<file path="src/hdl/decimal_calculator_arithmetic_unit_assert.svh">
// Assertion macros for the decimal calculator arithmetic unit.
// Used by the top level; expects signals named clock and reset in scope.
`ifndef DECIMAL_CALCULATOR_ARITHMETIC_UNIT_ASSERT_SVH
`define DECIMAL_CALCULATOR_ARITHMETIC_UNIT_ASSERT_SVH
`ifndef SYNTHESIS
`define DCALC_ASSERT_IMP(lbl, ante, cons, msg) \
   lbl: assert property (@(posedge clock) disable iff (reset) (ante) |-> (cons)) \
      else $error(msg);
`define DCALC_ASSERT_NXT(lbl, ante, cons, msg) \
   lbl: assert property (@(posedge clock) disable iff (reset) (ante) |=> (cons)) \
      else $error(msg);
`else
`define DCALC_ASSERT_IMP(lbl, ante, cons, msg)
`define DCALC_ASSERT_NXT(lbl, ante, cons, msg)
`endif
`endif

</file>
<file path="src/hdl/dcalc_pkg.sv">
// Shared constants, operation codes and sequencer states for the decimal calculator.
// No dependencies.
`default_nettype none
package dcalc_pkg;
   localparam int MAG_WIDTH_DEF = 64;
   localparam int OPND_W = 34;
   localparam int PT_W = 4;
   localparam int RPT_W = 5;
   localparam int LIM_W = 4;
   localparam int KIND_W = 3;
   localparam int DIGIT_W = 4;
   localparam int RMAG_W = 64;
   localparam int POW_W = 54;
   localparam int CNT_W = 5;
   localparam int COL_W = 7;
   localparam logic [LIM_W-1:0] LIM_RESET = 4'd10;

   localparam logic [KIND_W-1:0] KIND_ADD = 3'd0;
   localparam logic [KIND_W-1:0] KIND_SUB = 3'd1;
   localparam logic [KIND_W-1:0] KIND_MUL = 3'd2;
   localparam logic [KIND_W-1:0] KIND_DIV = 3'd3;
   localparam logic [KIND_W-1:0] KIND_APP_INT = 3'd4;
   localparam logic [KIND_W-1:0] KIND_APP_FRAC = 3'd5;

   typedef enum logic [4:0] {
      S_IDLE, S_ALIGN, S_ARITH, S_DCHK, S_DIV_WAIT, S_MUL_WAIT, S_TRIM, S_TRIM_WAIT,
      S_CINIT, S_COUNT, S_CUT, S_SCALE, S_SCALE_WAIT, S_FRAC, S_FSUB, S_APPEND, S_DONE
   } state_type;
endpackage
`default_nettype wire

</file>
<file path="src/hdl/dcalc_div.sv">
// Bit-serial restoring divider: one quotient bit per cycle.
// Depends on dcalc_pkg for the default width.
`default_nettype none
module dcalc_div #(
   parameter int W = dcalc_pkg::MAG_WIDTH_DEF
) (
   input  logic         clock,
   input  logic         reset,
   input  logic         start,
   input  logic [W-1:0] dividend,
   input  logic [W-1:0] divisor,
   output logic         done,
   output logic [W-1:0] quotient,
   output logic [W-1:0] remainder
);
   import dcalc_pkg::*;
   localparam int CW = $clog2(W);

   logic [W-1:0]  quot_ff, rem_ff, dvs_ff;
   logic [CW-1:0] cnt_ff;
   logic          busy_ff, done_ff;
   logic [W:0]    trial;
   logic          fits;

   assign trial = {rem_ff, quot_ff[W-1]};
   assign fits  = trial >= {1'b0, dvs_ff};

   always_ff @(posedge clock) begin
      if (reset) begin
         busy_ff <= 1'b0;
         done_ff <= 1'b0;
      end else begin
         done_ff <= 1'b0;
         if (start) begin
            busy_ff <= 1'b1;
         end else if (busy_ff && cnt_ff == CW'(W - 1)) begin
            busy_ff <= 1'b0;
            done_ff <= 1'b1;
         end
      end
   end

   always_ff @(posedge clock) begin
      if (start) begin
         quot_ff <= dividend;
         rem_ff  <= '0;
         dvs_ff  <= divisor;
         cnt_ff  <= '0;
      end else if (busy_ff) begin
         quot_ff <= {quot_ff[W-2:0], fits};
         rem_ff  <= fits ? W'(trial - {1'b0, dvs_ff}) : trial[W-1:0];
         cnt_ff  <= cnt_ff + CW'(1);
      end
   end

   assign done      = done_ff;
   assign quotient  = quot_ff;
   assign remainder = rem_ff;
endmodule
`default_nettype wire

</file>
<file path="src/hdl/dcalc_mul.sv">
// Shift-add multiplier: one multiplier bit per cycle, product wraps to W bits.
// Depends on dcalc_pkg for operand width.
`default_nettype none
module dcalc_mul #(
   parameter int W = dcalc_pkg::MAG_WIDTH_DEF
) (
   input  logic                        clock,
   input  logic                        reset,
   input  logic                        start,
   input  logic [dcalc_pkg::OPND_W-1:0] a,
   input  logic [dcalc_pkg::OPND_W-1:0] b,
   output logic                        done,
   output logic [W-1:0]                product
);
   import dcalc_pkg::*;
   localparam int CW = $clog2(OPND_W);

   logic [W-1:0]      acc_ff, ash_ff;
   logic [OPND_W-1:0] bsh_ff;
   logic [CW-1:0]     cnt_ff;
   logic              busy_ff, done_ff;

   always_ff @(posedge clock) begin
      if (reset) begin
         busy_ff <= 1'b0;
         done_ff <= 1'b0;
      end else begin
         done_ff <= 1'b0;
         if (start) begin
            busy_ff <= 1'b1;
         end else if (busy_ff && cnt_ff == CW'(OPND_W - 1)) begin
            busy_ff <= 1'b0;
            done_ff <= 1'b1;
         end
      end
   end

   always_ff @(posedge clock) begin
      if (start) begin
         acc_ff <= '0;
         ash_ff <= W'(a);
         bsh_ff <= b;
         cnt_ff <= '0;
      end else if (busy_ff) begin
         acc_ff <= bsh_ff[0] ? acc_ff + ash_ff : acc_ff;
         ash_ff <= ash_ff << 1;
         bsh_ff <= bsh_ff >> 1;
         cnt_ff <= cnt_ff + CW'(1);
      end
   end

   assign done    = done_ff;
   assign product = acc_ff;
endmodule
`default_nettype wire

</file>
<file path="src/hdl/decimal_calculator_arithmetic_unit.sv">
// Top level of the decimal calculator: sequencer, magnitude datapath, configuration.
// Depends on dcalc_pkg, dcalc_div, dcalc_mul and the assertion macro header.
//
//   channel | ports                          | handshake
//   input   | req_*                          | start high while busy low
//   result  | rsp_*                          | rsp_valid, one cycle, no back-pressure
//   config  | csr_column_limit               | csr_valid and csr_ready
//
// Each division by ten in trailing-zero trimming or fractional cutting runs in the
// shared bit-serial divider, as does a divide, which then adds fraction digits one
// by one; a multiply runs in the shift-add multiplier, and alignment scales one
// operand by ten per point of difference.
// Reset is synchronous; it returns the sequencer to idle and column_limit to ten.
// The result strobe lasts one cycle and busy stays high until it has been shown.
`default_nettype none
`include "decimal_calculator_arithmetic_unit_assert.svh"
module decimal_calculator_arithmetic_unit #(
   parameter int MAG_WIDTH = dcalc_pkg::MAG_WIDTH_DEF
) (
   input  logic                          clock,
   input  logic                          reset,
   input  logic                          start,
   output logic                          busy,
   input  logic [dcalc_pkg::KIND_W-1:0]  req_kind,
   input  logic [dcalc_pkg::OPND_W-1:0]  req_a_magnitude,
   input  logic [dcalc_pkg::PT_W-1:0]    req_a_point,
   input  logic                          req_a_sign,
   input  logic [dcalc_pkg::OPND_W-1:0]  req_b_magnitude,
   input  logic [dcalc_pkg::PT_W-1:0]    req_b_point,
   input  logic                          req_b_sign,
   input  logic [dcalc_pkg::DIGIT_W-1:0] req_digit,
   output logic                          rsp_valid,
   output logic [dcalc_pkg::RMAG_W-1:0]  rsp_r_magnitude,
   output logic [dcalc_pkg::RPT_W-1:0]   rsp_r_point,
   output logic                          rsp_r_sign,
   output logic                          rsp_illegal,
   output logic                          rsp_accepted,
   input  logic                          csr_valid,
   output logic                          csr_ready,
   input  logic [dcalc_pkg::LIM_W-1:0]   csr_column_limit
);
   import dcalc_pkg::*;
   localparam int W = MAG_WIDTH;

   state_type state_ff, state_in;
   logic [KIND_W-1:0]  kind_ff, kind_in;
   logic [DIGIT_W-1:0] digit_ff, digit_in;
   logic [W-1:0]       x_ff, x_in, y_ff, y_in, rem_ff, rem_in;
   logic [PT_W-1:0]    xp_ff, xp_in, yp_ff, yp_in;
   logic [RPT_W-1:0]   pt_ff, pt_in, d_ff, d_in;
   logic               sg_ff, sg_in, ill_ff, ill_in, acc_ff, acc_in, sub_ff, sub_in;
   logic [CNT_W-1:0]   cnt_ff, cnt_in;
   logic [POW_W-1:0]   pow_ff, pow_in;
   logic [LIM_W-1:0]   lim_ff;

   logic               div_start, div_done, mul_start, mul_done;
   logic [W-1:0]       div_quot, div_rem, div_divisor, mul_prod;
   logic [W-1:0]       x10, y10, rem10;
   logic [POW_W-1:0]   pow10;
   logic [CNT_W-1:0]   cnt_next;
   logic               ge_pow, over_lim, cnt_stop;
   logic [5:0]         int_col;
   logic [COL_W-1:0]   tot_col, cut_d, frac_col;
   logic               cut_ok, same_sign, eff_sub, swap;

   assign x10      = (x_ff << 3) + (x_ff << 1);
   assign y10      = (y_ff << 3) + (y_ff << 1);
   assign rem10    = (rem_ff << 3) + (rem_ff << 1);
   assign pow10    = (pow_ff << 3) + (pow_ff << 1);
   assign cnt_next = cnt_ff + CNT_W'(1);
   assign ge_pow   = 64'(x_ff) >= 64'(pow_ff);
   assign over_lim = cnt_next > CNT_W'(lim_ff);
   assign cnt_stop = !ge_pow || over_lim;
   assign int_col  = ((cnt_ff > pt_ff) ? 6'(cnt_ff - pt_ff) : 6'd1) + 6'(sg_ff);
   assign tot_col  = (pt_ff != '0) ? COL_W'(int_col) + COL_W'(1) + COL_W'(pt_ff)
                                   : COL_W'(int_col);
   assign cut_d    = tot_col - COL_W'(lim_ff);
   assign cut_ok   = (pt_ff != '0) && (tot_col > COL_W'(lim_ff)) && (cut_d <= COL_W'(pt_ff));
   // During divide the integer columns were counted with no point, so the sign adds on.
   assign frac_col = COL_W'(cnt_ff) + COL_W'(sg_ff) + COL_W'(1) + COL_W'(pt_ff);

   assign same_sign = req_a_sign == req_b_sign;
   assign eff_sub   = (req_kind == KIND_ADD) ? !same_sign : same_sign;
   assign swap      = (req_kind == KIND_ADD) && !same_sign && req_a_sign;

   assign div_divisor = (state_ff == S_DCHK) ? y_ff : W'(10);

   dcalc_div #(.W(W)) u_div (
      .clock     (clock),
      .reset     (reset),
      .start     (div_start),
      .dividend  (x_ff),
      .divisor   (div_divisor),
      .done      (div_done),
      .quotient  (div_quot),
      .remainder (div_rem)
   );

   dcalc_mul #(.W(W)) u_mul (
      .clock   (clock),
      .reset   (reset),
      .start   (mul_start),
      .a       (req_a_magnitude),
      .b       (req_b_magnitude),
      .done    (mul_done),
      .product (mul_prod)
   );

   always_ff @(posedge clock) begin
      if (reset) begin
         state_ff <= S_IDLE;
         lim_ff   <= LIM_RESET;
      end else begin
         state_ff <= state_in;
         if (csr_valid && csr_ready) begin
            lim_ff <= csr_column_limit;
         end
      end
   end

   always_ff @(posedge clock) begin
      kind_ff  <= kind_in;
      digit_ff <= digit_in;
      x_ff     <= x_in;
      y_ff     <= y_in;
      rem_ff   <= rem_in;
      xp_ff    <= xp_in;
      yp_ff    <= yp_in;
      pt_ff    <= pt_in;
      d_ff     <= d_in;
      sg_ff    <= sg_in;
      ill_ff   <= ill_in;
      acc_ff   <= acc_in;
      sub_ff   <= sub_in;
      cnt_ff   <= cnt_in;
      pow_ff   <= pow_in;
   end

   // Next state.
   always_comb begin
      state_in = state_ff;
      case (state_ff)
         S_IDLE: begin
            if (start) begin
               case (req_kind)
                  KIND_ADD, KIND_SUB: begin
                     if (eff_sub && req_a_magnitude == req_b_magnitude &&
                         req_a_point == req_b_point) begin
                        state_in = S_DONE;
                     end else begin
                        state_in = S_ALIGN;
                     end
                  end
                  KIND_MUL: state_in = S_MUL_WAIT;
                  KIND_DIV: state_in = (req_b_magnitude == '0) ? S_DONE : S_ALIGN;
                  KIND_APP_INT, KIND_APP_FRAC: state_in = S_CINIT;
                  default: state_in = S_DONE;
               endcase
            end
         end
         S_ALIGN: begin
            if (xp_ff == yp_ff) begin
               state_in = (kind_ff == KIND_DIV) ? S_DCHK : S_ARITH;
            end
         end
         S_ARITH: state_in = S_TRIM;
         S_DCHK: state_in = (y_ff == '0) ? S_DONE : S_DIV_WAIT;
         S_DIV_WAIT: if (div_done) state_in = S_CINIT;
         S_MUL_WAIT: if (mul_done) state_in = S_TRIM;
         S_TRIM: state_in = (pt_ff == '0) ? S_CINIT : S_TRIM_WAIT;
         S_TRIM_WAIT: begin
            if (div_done) begin
               if (div_rem == '0 && pt_ff != RPT_W'(1)) begin
                  state_in = S_TRIM;
               end else begin
                  state_in = S_CINIT;
               end
            end
         end
         S_CINIT: state_in = S_COUNT;
         S_COUNT: begin
            if (cnt_stop) begin
               if (kind_ff == KIND_DIV) begin
                  state_in = S_FRAC;
               end else if (kind_ff == KIND_APP_INT || kind_ff == KIND_APP_FRAC) begin
                  state_in = S_APPEND;
               end else begin
                  state_in = S_CUT;
               end
            end
         end
         S_CUT: state_in = cut_ok ? S_SCALE : S_DONE;
         S_SCALE: state_in = (d_ff == '0) ? S_DONE : S_SCALE_WAIT;
         S_SCALE_WAIT: if (div_done) state_in = S_SCALE;
         S_FRAC: begin
            if (rem_ff == '0 || frac_col >= COL_W'(lim_ff)) begin
               state_in = S_DONE;
            end else begin
               state_in = S_FSUB;
            end
         end
         S_FSUB: if (rem_ff < y_ff) state_in = S_FRAC;
         S_APPEND: state_in = S_DONE;
         S_DONE: state_in = S_IDLE;
         default: state_in = S_IDLE;
      endcase
   end

   // Datapath and unit controls.
   always_comb begin
      kind_in   = kind_ff;
      digit_in  = digit_ff;
      x_in      = x_ff;
      y_in      = y_ff;
      rem_in    = rem_ff;
      xp_in     = xp_ff;
      yp_in     = yp_ff;
      pt_in     = pt_ff;
      d_in      = d_ff;
      sg_in     = sg_ff;
      ill_in    = ill_ff;
      acc_in    = acc_ff;
      sub_in    = sub_ff;
      cnt_in    = cnt_ff;
      pow_in    = pow_ff;
      div_start = 1'b0;
      mul_start = 1'b0;
      case (state_ff)
         S_IDLE: begin
            if (start) begin
               kind_in  = req_kind;
               digit_in = req_digit;
               ill_in   = 1'b0;
               acc_in   = 1'b0;
               sub_in   = eff_sub;
               x_in     = '0;
               pt_in    = '0;
               sg_in    = 1'b0;
               case (req_kind)
                  KIND_ADD, KIND_SUB: begin
                     x_in  = swap ? W'(req_b_magnitude) : W'(req_a_magnitude);
                     xp_in = swap ? req_b_point : req_a_point;
                     y_in  = swap ? W'(req_a_magnitude) : W'(req_b_magnitude);
                     yp_in = swap ? req_a_point : req_b_point;
                     sg_in = (eff_sub && req_kind == KIND_ADD) ? 1'b0 : req_a_sign;
                     if (eff_sub && req_a_magnitude == req_b_magnitude &&
                         req_a_point == req_b_point) begin
                        x_in  = '0;
                        sg_in = 1'b0;
                     end
                  end
                  KIND_MUL: begin
                     mul_start = 1'b1;
                     pt_in     = RPT_W'(req_a_point) + RPT_W'(req_b_point);
                     sg_in     = req_a_sign ^ req_b_sign;
                  end
                  KIND_DIV: begin
                     if (req_b_magnitude == '0) begin
                        ill_in = 1'b1;
                     end else begin
                        x_in  = W'(req_a_magnitude);
                        xp_in = req_a_point;
                        y_in  = W'(req_b_magnitude);
                        yp_in = req_b_point;
                        sg_in = req_a_sign ^ req_b_sign;
                     end
                  end
                  KIND_APP_INT, KIND_APP_FRAC: begin
                     x_in  = W'(req_a_magnitude);
                     pt_in = RPT_W'(req_a_point);
                     sg_in = req_a_sign;
                  end
                  default: begin
                     x_in = '0;
                  end
               endcase
            end
         end
         S_ALIGN: begin
            if (xp_ff < yp_ff) begin
               x_in  = x10;
               xp_in = xp_ff + PT_W'(1);
            end else if (yp_ff < xp_ff) begin
               y_in  = y10;
               yp_in = yp_ff + PT_W'(1);
            end else begin
               pt_in = RPT_W'(xp_ff);
            end
         end
         S_ARITH: begin
            if (!sub_ff) begin
               x_in = x_ff + y_ff;
            end else if (x_ff < y_ff) begin
               x_in  = y_ff - x_ff;
               sg_in = !sg_ff;
            end else begin
               x_in = x_ff - y_ff;
            end
         end
         S_DCHK: begin
            if (y_ff == '0) begin
               x_in   = '0;
               pt_in  = '0;
               sg_in  = 1'b0;
               ill_in = 1'b1;
            end else begin
               div_start = 1'b1;
            end
         end
         S_DIV_WAIT: begin
            if (div_done) begin
               x_in   = div_quot;
               rem_in = div_rem;
               pt_in  = '0;
            end
         end
         S_MUL_WAIT: begin
            if (mul_done) begin
               x_in = mul_prod;
            end
         end
         S_TRIM: begin
            if (pt_ff != '0) begin
               div_start = 1'b1;
            end
         end
         S_TRIM_WAIT: begin
            if (div_done && div_rem == '0) begin
               x_in  = div_quot;
               pt_in = pt_ff - RPT_W'(1);
            end
         end
         S_CINIT: begin
            cnt_in = CNT_W'(1);
            pow_in = POW_W'(10);
         end
         S_COUNT: begin
            if (ge_pow) begin
               cnt_in = cnt_next;
               if (!over_lim) begin
                  pow_in = pow10;
               end
            end
         end
         S_CUT: begin
            if (cut_ok) begin
               d_in  = RPT_W'(cut_d);
               pt_in = pt_ff - RPT_W'(cut_d);
            end
         end
         S_SCALE: begin
            if (d_ff != '0) begin
               div_start = 1'b1;
            end
         end
         S_SCALE_WAIT: begin
            if (div_done) begin
               x_in = div_quot;
               d_in = d_ff - RPT_W'(1);
            end
         end
         S_FRAC: begin
            if (rem_ff != '0 && frac_col < COL_W'(lim_ff)) begin
               rem_in = rem10;
               x_in   = x10;
               pt_in  = pt_ff + RPT_W'(1);
            end
         end
         S_FSUB: begin
            // The next quotient digit is found by at most nine subtractions.
            if (rem_ff >= y_ff) begin
               rem_in = rem_ff - y_ff;
               x_in   = x_ff + W'(1);
            end
         end
         S_APPEND: begin
            if (tot_col < COL_W'(lim_ff)) begin
               acc_in = 1'b1;
               if (kind_ff == KIND_APP_FRAC || pt_ff == '0) begin
                  x_in = x10 + W'(digit_ff);
               end
               if (kind_ff == KIND_APP_FRAC) begin
                  pt_in = pt_ff + RPT_W'(1);
               end
            end
         end
         default: begin
            x_in = x_ff;
         end
      endcase
   end

   assign busy            = state_ff != S_IDLE;
   assign csr_ready       = state_ff == S_IDLE;
   assign rsp_valid       = state_ff == S_DONE;
   assign rsp_r_magnitude = RMAG_W'(x_ff);
   assign rsp_r_point     = pt_ff;
   assign rsp_r_sign      = sg_ff;
   assign rsp_illegal     = ill_ff;
   assign rsp_accepted    = acc_ff;

   `DCALC_ASSERT_NXT(a_strobe_single, rsp_valid, !rsp_valid, "result strobe longer than a cycle")
   `DCALC_ASSERT_IMP(a_illegal_zero, rsp_valid && rsp_illegal, rsp_r_magnitude == '0 && rsp_r_point == '0 && !rsp_r_sign, "illegal result not zero")
   `DCALC_ASSERT_IMP(a_accept_kind, rsp_valid && rsp_accepted, kind_ff == KIND_APP_INT || kind_ff == KIND_APP_FRAC, "accepted set outside digit append")
endmodule
`default_nettype wire

</file>
<file path="config.mk">
export PLATFORM = sky130hd
export DESIGN_NAME = decimal_calculator_arithmetic_unit
export DESIGN_NICKNAME = d
export VERILOG_FILES = /design/src/hdl/dcalc_pkg.sv /design/src/hdl/dcalc_div.sv /design/src/hdl/dcalc_mul.sv /design/src/hdl/decimal_calculator_arithmetic_unit.sv
export VERILOG_INCLUDE_DIRS = /design/src /design/src/hdl
export SDC_FILE = /design/constraint.sdc
export NUM_CORES = 2
export LEC_CHECK = 0
export BUFFER_PORTS_ARGS = -buffer_cell sky130_fd_sc_hd__buf_2
export CORE_ASPECT_RATIO = 0.9
export CORE_UTILIZATION = 45
export DETAILED_ROUTE_END_ITERATION = 16
export MAX_ROUTING_LAYER = met4
export SLEW_MARGIN = 20
export SYNTH_ARGS = -nofsm -noshare
export SYNTH_HDL_FRONTEND = slang
export SYNTH_HIERARCHICAL = 1
export SYNTH_SLANG_ARGS = --single-unit
export TNS_END_PERCENT = 1
</file>
<file path="constraint.sdc">
create_clock -name clock -period 17.3 [get_ports clock]
set_input_delay 3.46 -clock clock [delete_from_list [all_inputs] [get_ports clock]]
set_output_delay 3.46 -clock clock [all_outputs]
set_load 0.005 [all_outputs]
</file>
After elaboration in Yosys (flattened, before gate mapping)
Cells that the tools add are included.
Widths: inputs -> output; s select.

word-level totals
  memory bits (read-only) = 0
  latch bits = 0
  memories kept = 0
  register bits after elaboration = 659
  output and inout port bits = 75
  word-level logic and storage cells = 319
  RAM bits = 0

operators by class
  divide/modulo/power cells = 0
  eq/ne operators = 58
  $add $sub $neg = 30
  multiply operators = 0
  shifts and indexed selects = 0
  order comparisons = 14
  reduce and logical (&&, ||, !) cells = 64
  bitwise gates (word level) = 1
  muxes and demuxes = 122

operators with widths
  operator               number
  $mux 64                22
  $pmux 64 s10           1
  $add 64x64->64         5
  $mux 34                8
  $pmux 64 s2            2
  $sub 64x64->64         4
  $logic_not 64->1       3
  $pmux 64 s3            1
  $mux 5                 27
  $lt 64x64->1           2
  $mux 54                2
  $pmux 54 s2            1
  $pmux 34 s3            1
  $pmux 5 s16            1
  $ge 65x64->1           1
  $add 64x1->64 const B  1
  $add 64x4->64          1
  $ge 64x54->1           1
  $ge 64x64->1           1
  $reduce_bool 64->1     1
  $add 54x54->54         1
  $mux 4                 11
  $eq 5x4->1 const B     8
  $pmux 5 s8             1
  other kinds (65)       182

Logic depth before layout (Yosys ltp)
  depth after elaboration = 11
  depth in mapped cells = 30
  gate-level depth less buffers = 30

By module
The synthesis kept the hierarchy.

modules (own cells, without submodules)
  module                              times used  seq. area each (um^2)  area each (um^2)  cells an instance
  decimal_calculator_arithmetic_unit  1           8558.2                 47610.7           6195
  dcalc_div                           1           5285.1                 11857.6           1213
  dcalc_mul                           1           4083.9                 10278.6           1118

Worst setup path after synthesis
No wires, ideal clock.

  path kind = reg2reg
  start point = register pt_ff[1] (netlist: rsp_r_point[1])
  end point = register x_ff[0] (netlist: rsp_r_magnitude[0]) (enable)
  cell stages (with the launch flop) = 23
  setup time = 0.486 ns
  data arrival time = 7.653 ns
  buffers on the path = 0
  slack = 9.161 ns
  required time = 16.814 ns
  cells stage by stage = edfxtp_1 inv_1 fa_1 a21oi_1 nor2_1 nor2_1 o21ai_0 nand3_1 ha_1 ha_1 nand2_1 o31a_1 or4_1 a21boi_0 ha_1 xnor2_1 nor2_1 a21oi_1 nor3b_1 nand2_1 a211o_1 or4_1 nor2_1

on the way
  longest elaborated chain between the ends = 9
  elaborated cells between the ends (all ways) = 18
  classes of those cells = add/sub (5); order compare (3); eq/ne (3); mux (2); reduce/logical (5)

ends and longest elaborated chain
  item                                       RTL line                                   source
  from (decl)                                decimal_calculator_arithmetic_unit.sv:50   logic [RPT_W-1:0] pt_ff, pt_in, d_ff, d_in;
  from (signal assigned)                     decimal_calculator_arithmetic_unit.sv:129  pt_ff <= pt_in;
  $sub 5x5->6 or $gt 5x5->1 (tied branches)  decimal_calculator_arithmetic_unit.sv:74   assign int_col = ((cnt_ff > pt_ff) ? 6'(cnt_ff - pt_ff) : 6'd1) + 6'(sg_ff);
  $mux 6                                     decimal_calculator_arithmetic_unit.sv:74
  $add 6x1->6                                decimal_calculator_arithmetic_unit.sv:74
  $add 6x1->7                                decimal_calculator_arithmetic_unit.sv:75   assign tot_col = (pt_ff != '0) ? COL_W'(int_col) + COL_W'(1) + COL_W'(pt_ff)
  $add 7x5->7                                decimal_calculator_arithmetic_unit.sv:75
  $mux 7                                     decimal_calculator_arithmetic_unit.sv:75
  $lt 7x4->1                                 decimal_calculator_arithmetic_unit.sv:377  if (tot_col < COL_W'(lim_ff)) begin
  $ne 2x2->1 (no source line)                n/a
  $reduce_and 11->1 (no source line) (*)     n/a
  to (signal assigned)                       decimal_calculator_arithmetic_unit.sv:124  x_ff <= x_in;
  to (decl)                                  decimal_calculator_arithmetic_unit.sv:48   logic [W-1:0] x_ff, x_in, y_ff, y_in, rem_ff, rem_in;

Every way passes the cells marked *; elsewhere a longest branch is shown, timed or not.
A chain may end at the register's enable or synchronous reset.

Worst setup path in the final report
  start point = register pt_ff[1] (netlist: rsp_r_point[1])
  end point = register x_ff[48] (netlist: rsp_r_magnitude[48]) (enable)

The elaborated chain is that of the path after synthesis.

==> metrics <==
Area growth syn-to-layout 8.22%; RSZ-0062 raised after global routing no; r2r worst-path depth 23; io pins roughly 170; Yosys cell types around 120; HPWL after DPL 226000 µm; Final Skew 37.2 ps; first-pass iteration count of the detailed router 9; Core ar. 153000 µm²; GRT Util Overall 0.366; Initial Util 0.455; FF-to-FF End rsp_r_magnitude[48]$_DFFE_PP_; Crit. Startpoint rsp_r_point[1]$_DFFE_PP_; setup TNS 0 ps; clock sinks 658; Syn Area/Cell 8.18 µm²; Synth Register Bits 658; maximum clock insertion buffer count 3; vias in the first global route 64200; Worst setup EP type register; CTS root buffer clkbuf_16; Worst setup SP type register; r2r setup slk roughly 9500 ps; metal2 WL 121000 µm; die area between 150000 and 200000 µm²; Routed met1 length 131000 µm; total gr overflow 0; fin crit period between 7000 and 8000 ps; Synth Cell Area between 60000 and 70000 µm²; WP data arrival 8150 ps; Mapped Nets ~9400; RePlAce Congestion about 1.0; most frequent cells in the layout a21oi_1 (841), ha_1 (731), nor2_1 (676); WL met3 23700 µm; fraction of layout cells with a size suffix above 1 0.0809; final antenna-violating net count 0; total CTS buffers 85; post-synthesis sequential area ratio 0.257; Slew @ Worst Pin ~1200 ps; Die Span X 417 µm; TritonCTS clock tree yes; Setup Viol. Count Final 0; CP Max Fanout 42; max incr delay on CP around 650 ps; layout net count 9327; post-cts resize count 0; first-pass GRT wire length 424000 µm; Rows 136; EDFF count, synth around 480; largest net degree at the start of global routing 78; First DRT Iteration DRCs slightly above 8000; initial antenna violation count 15; Tightest Hold Check Type register to register; Max Freq 128 MHz; Total Routed Length 287000 µm; Layout fillers approximately 15000; DR vias/cell roughly 6.5; number of port buffers 167; R2R Path Start rsp_r_point[1]$_DFFE_PP_; CP required 17660 ps; Setup Buffers After CTS 0; DR DRC count 0; drt wl/cell 27.0 µm; Post-synth top flop edfxtp_1; Mapped Cells 8526; via count approximately 69000; DR top layer met4; CP cell instances inv_1 > fa_1 > a21oi_1 > nor2_1 > nor2_1 > o21ai_0 > nand3_1 > ha_1 > ha_1 > nand2_1 > o31a_1 > or4_1 > a21boi_0 > ha_1 > xnor2_1 > nor2_1 > a21oi_1 > nor3b_1 > nand2_1 > a211o_1 > or4_1 > nor2_4 > buf_4; yosys warns 6; asr flop ratio synth 0; fin. max-slew vios 0; max_slew headroom 0.187; status complete, no violations; latest clock arrival within the worst-skew pair 740 ps; Max-Cap Viols 0; Clock transition at path regs 60 ps; die height 375 µm; crit path kind register to register; Critical Path Sink rsp_r_magnitude[48]$_DFFE_PP_; slowest CP cell buf_4; commonest non-fill, non-tap cell in the layout a21oi_1; Final period util 0.450; H-tree depth 3; post-cts hold buffer count 0; final hold violations 0; worst hold slack 461 ps
## Yosys cell counts, types with 188 or more instances
cell,instances,share of area
a21o_1,330,0.036
a21oi_1,842,0.060
clkbuf_1,321,0.017
edfxtp_1,475,0.20
ha_1,731,0.13
inv_1,450,0.024
nand2_1,657,0.035
nand3_1,188,0.013
nand4_1,191,0.017
nor2_1,686,0.037
nor3_1,203,0.015
o21ai_0,541,0.039
xnor2_1,396,0.050
xor2_1,232,0.029
## cell type report
cell class              instances  area (µm²)  share of cell area
diodes                          7        17.5            0.000232
clock inverters                44         423             0.00560
clock buffers                 116        2450              0.0325
inverters                     456        1710              0.0227
flip-flops and latches        658       17900               0.238
well taps                    2070        2590              0.0343
repair buffers                275        1650              0.0218
multi-input cells            7010       48700               0.645
## sequential cells by signal, indices dropped and copies added, names as in the netlist, 6 cells and up
name	cells
u_div/quotient	64
u_mul/bsh_ff	34
u_div/cnt_ff	6
u_div/remainder	64
rsp_r_magnitude	64
u_div/dvs_ff	64
y_ff	64
u_mul/ash_ff	64
u_mul/product	64
pow_ff	53
rem_ff	64
u_mul/cnt_ff	6
## worst max-delay path: cells and delay by family (launching register included)
family / cells / cell delay (ps)
buf+inv: 2 / 920
fa+ha+maj: 4 / 1230
simple gates: 10 / 2680
compound gates: 6 / 1750
flops: 1 / 570
xor+xnor: 1 / 170
## metal layers
metal,vias to the layer above,track usage
met5,-,-
met4,0,0.126
met3,523,0.0515
met2,3269,0.528
met1,33700,0.519
li1,31900,-
## how the worst min path moves through the flow
stage	from	to	slack, ps	depth (start not counted)
2_1_floorplan	lim_ff[1]$_SDFFE_PP1P_	lim_ff[1]$_SDFFE_PP1P_	440	1
3_3_place_gp	lim_ff[2]$_SDFFE_PP0P_	lim_ff[2]$_SDFFE_PP0P_	450	2
3_5_place_dp	lim_ff[1]$_SDFFE_PP1P_	lim_ff[1]$_SDFFE_PP1P_	450	1
4_1_cts	lim_ff[1]$_SDFFE_PP1P_	lim_ff[1]$_SDFFE_PP1P_	460	1
5_1_grt	lim_ff[1]$_SDFFE_PP1P_	lim_ff[1]$_SDFFE_PP1P_	470	1
6_report	lim_ff[2]$_SDFFE_PP0P_	lim_ff[2]$_SDFFE_PP0P_	460	2
## through the flow
step / instance area (µm²) / utilization / cells / setup slack, ps
finish: 75500 / 0.492 / 10600 / 9510
global route: 75500 / 0.492 / 10600 / 9020
CTS: 75400 / 0.492 / 10600 / 9530
detailed placement: 72600 / 0.473 / 10500 / 9540
global placement: 72500 / 0.473 / 10500 / 9650
floorplan: 69700 / - / 8526 / 9160
## logic make-up after synthesis
| kind of cell | synth area share |
|---|---|
| compound gates | 0.264 |
| flops | 0.257 |
| xor+xnor | 0.0791 |
| simple gates | 0.178 |
| mux | 0.0380 |
| fa+ha+maj | 0.136 |
| buf+inv | 0.0478 |
Power is not shown: default switching activity piles up to over one toggle a cycle in this logic, so the estimate is an artifact.
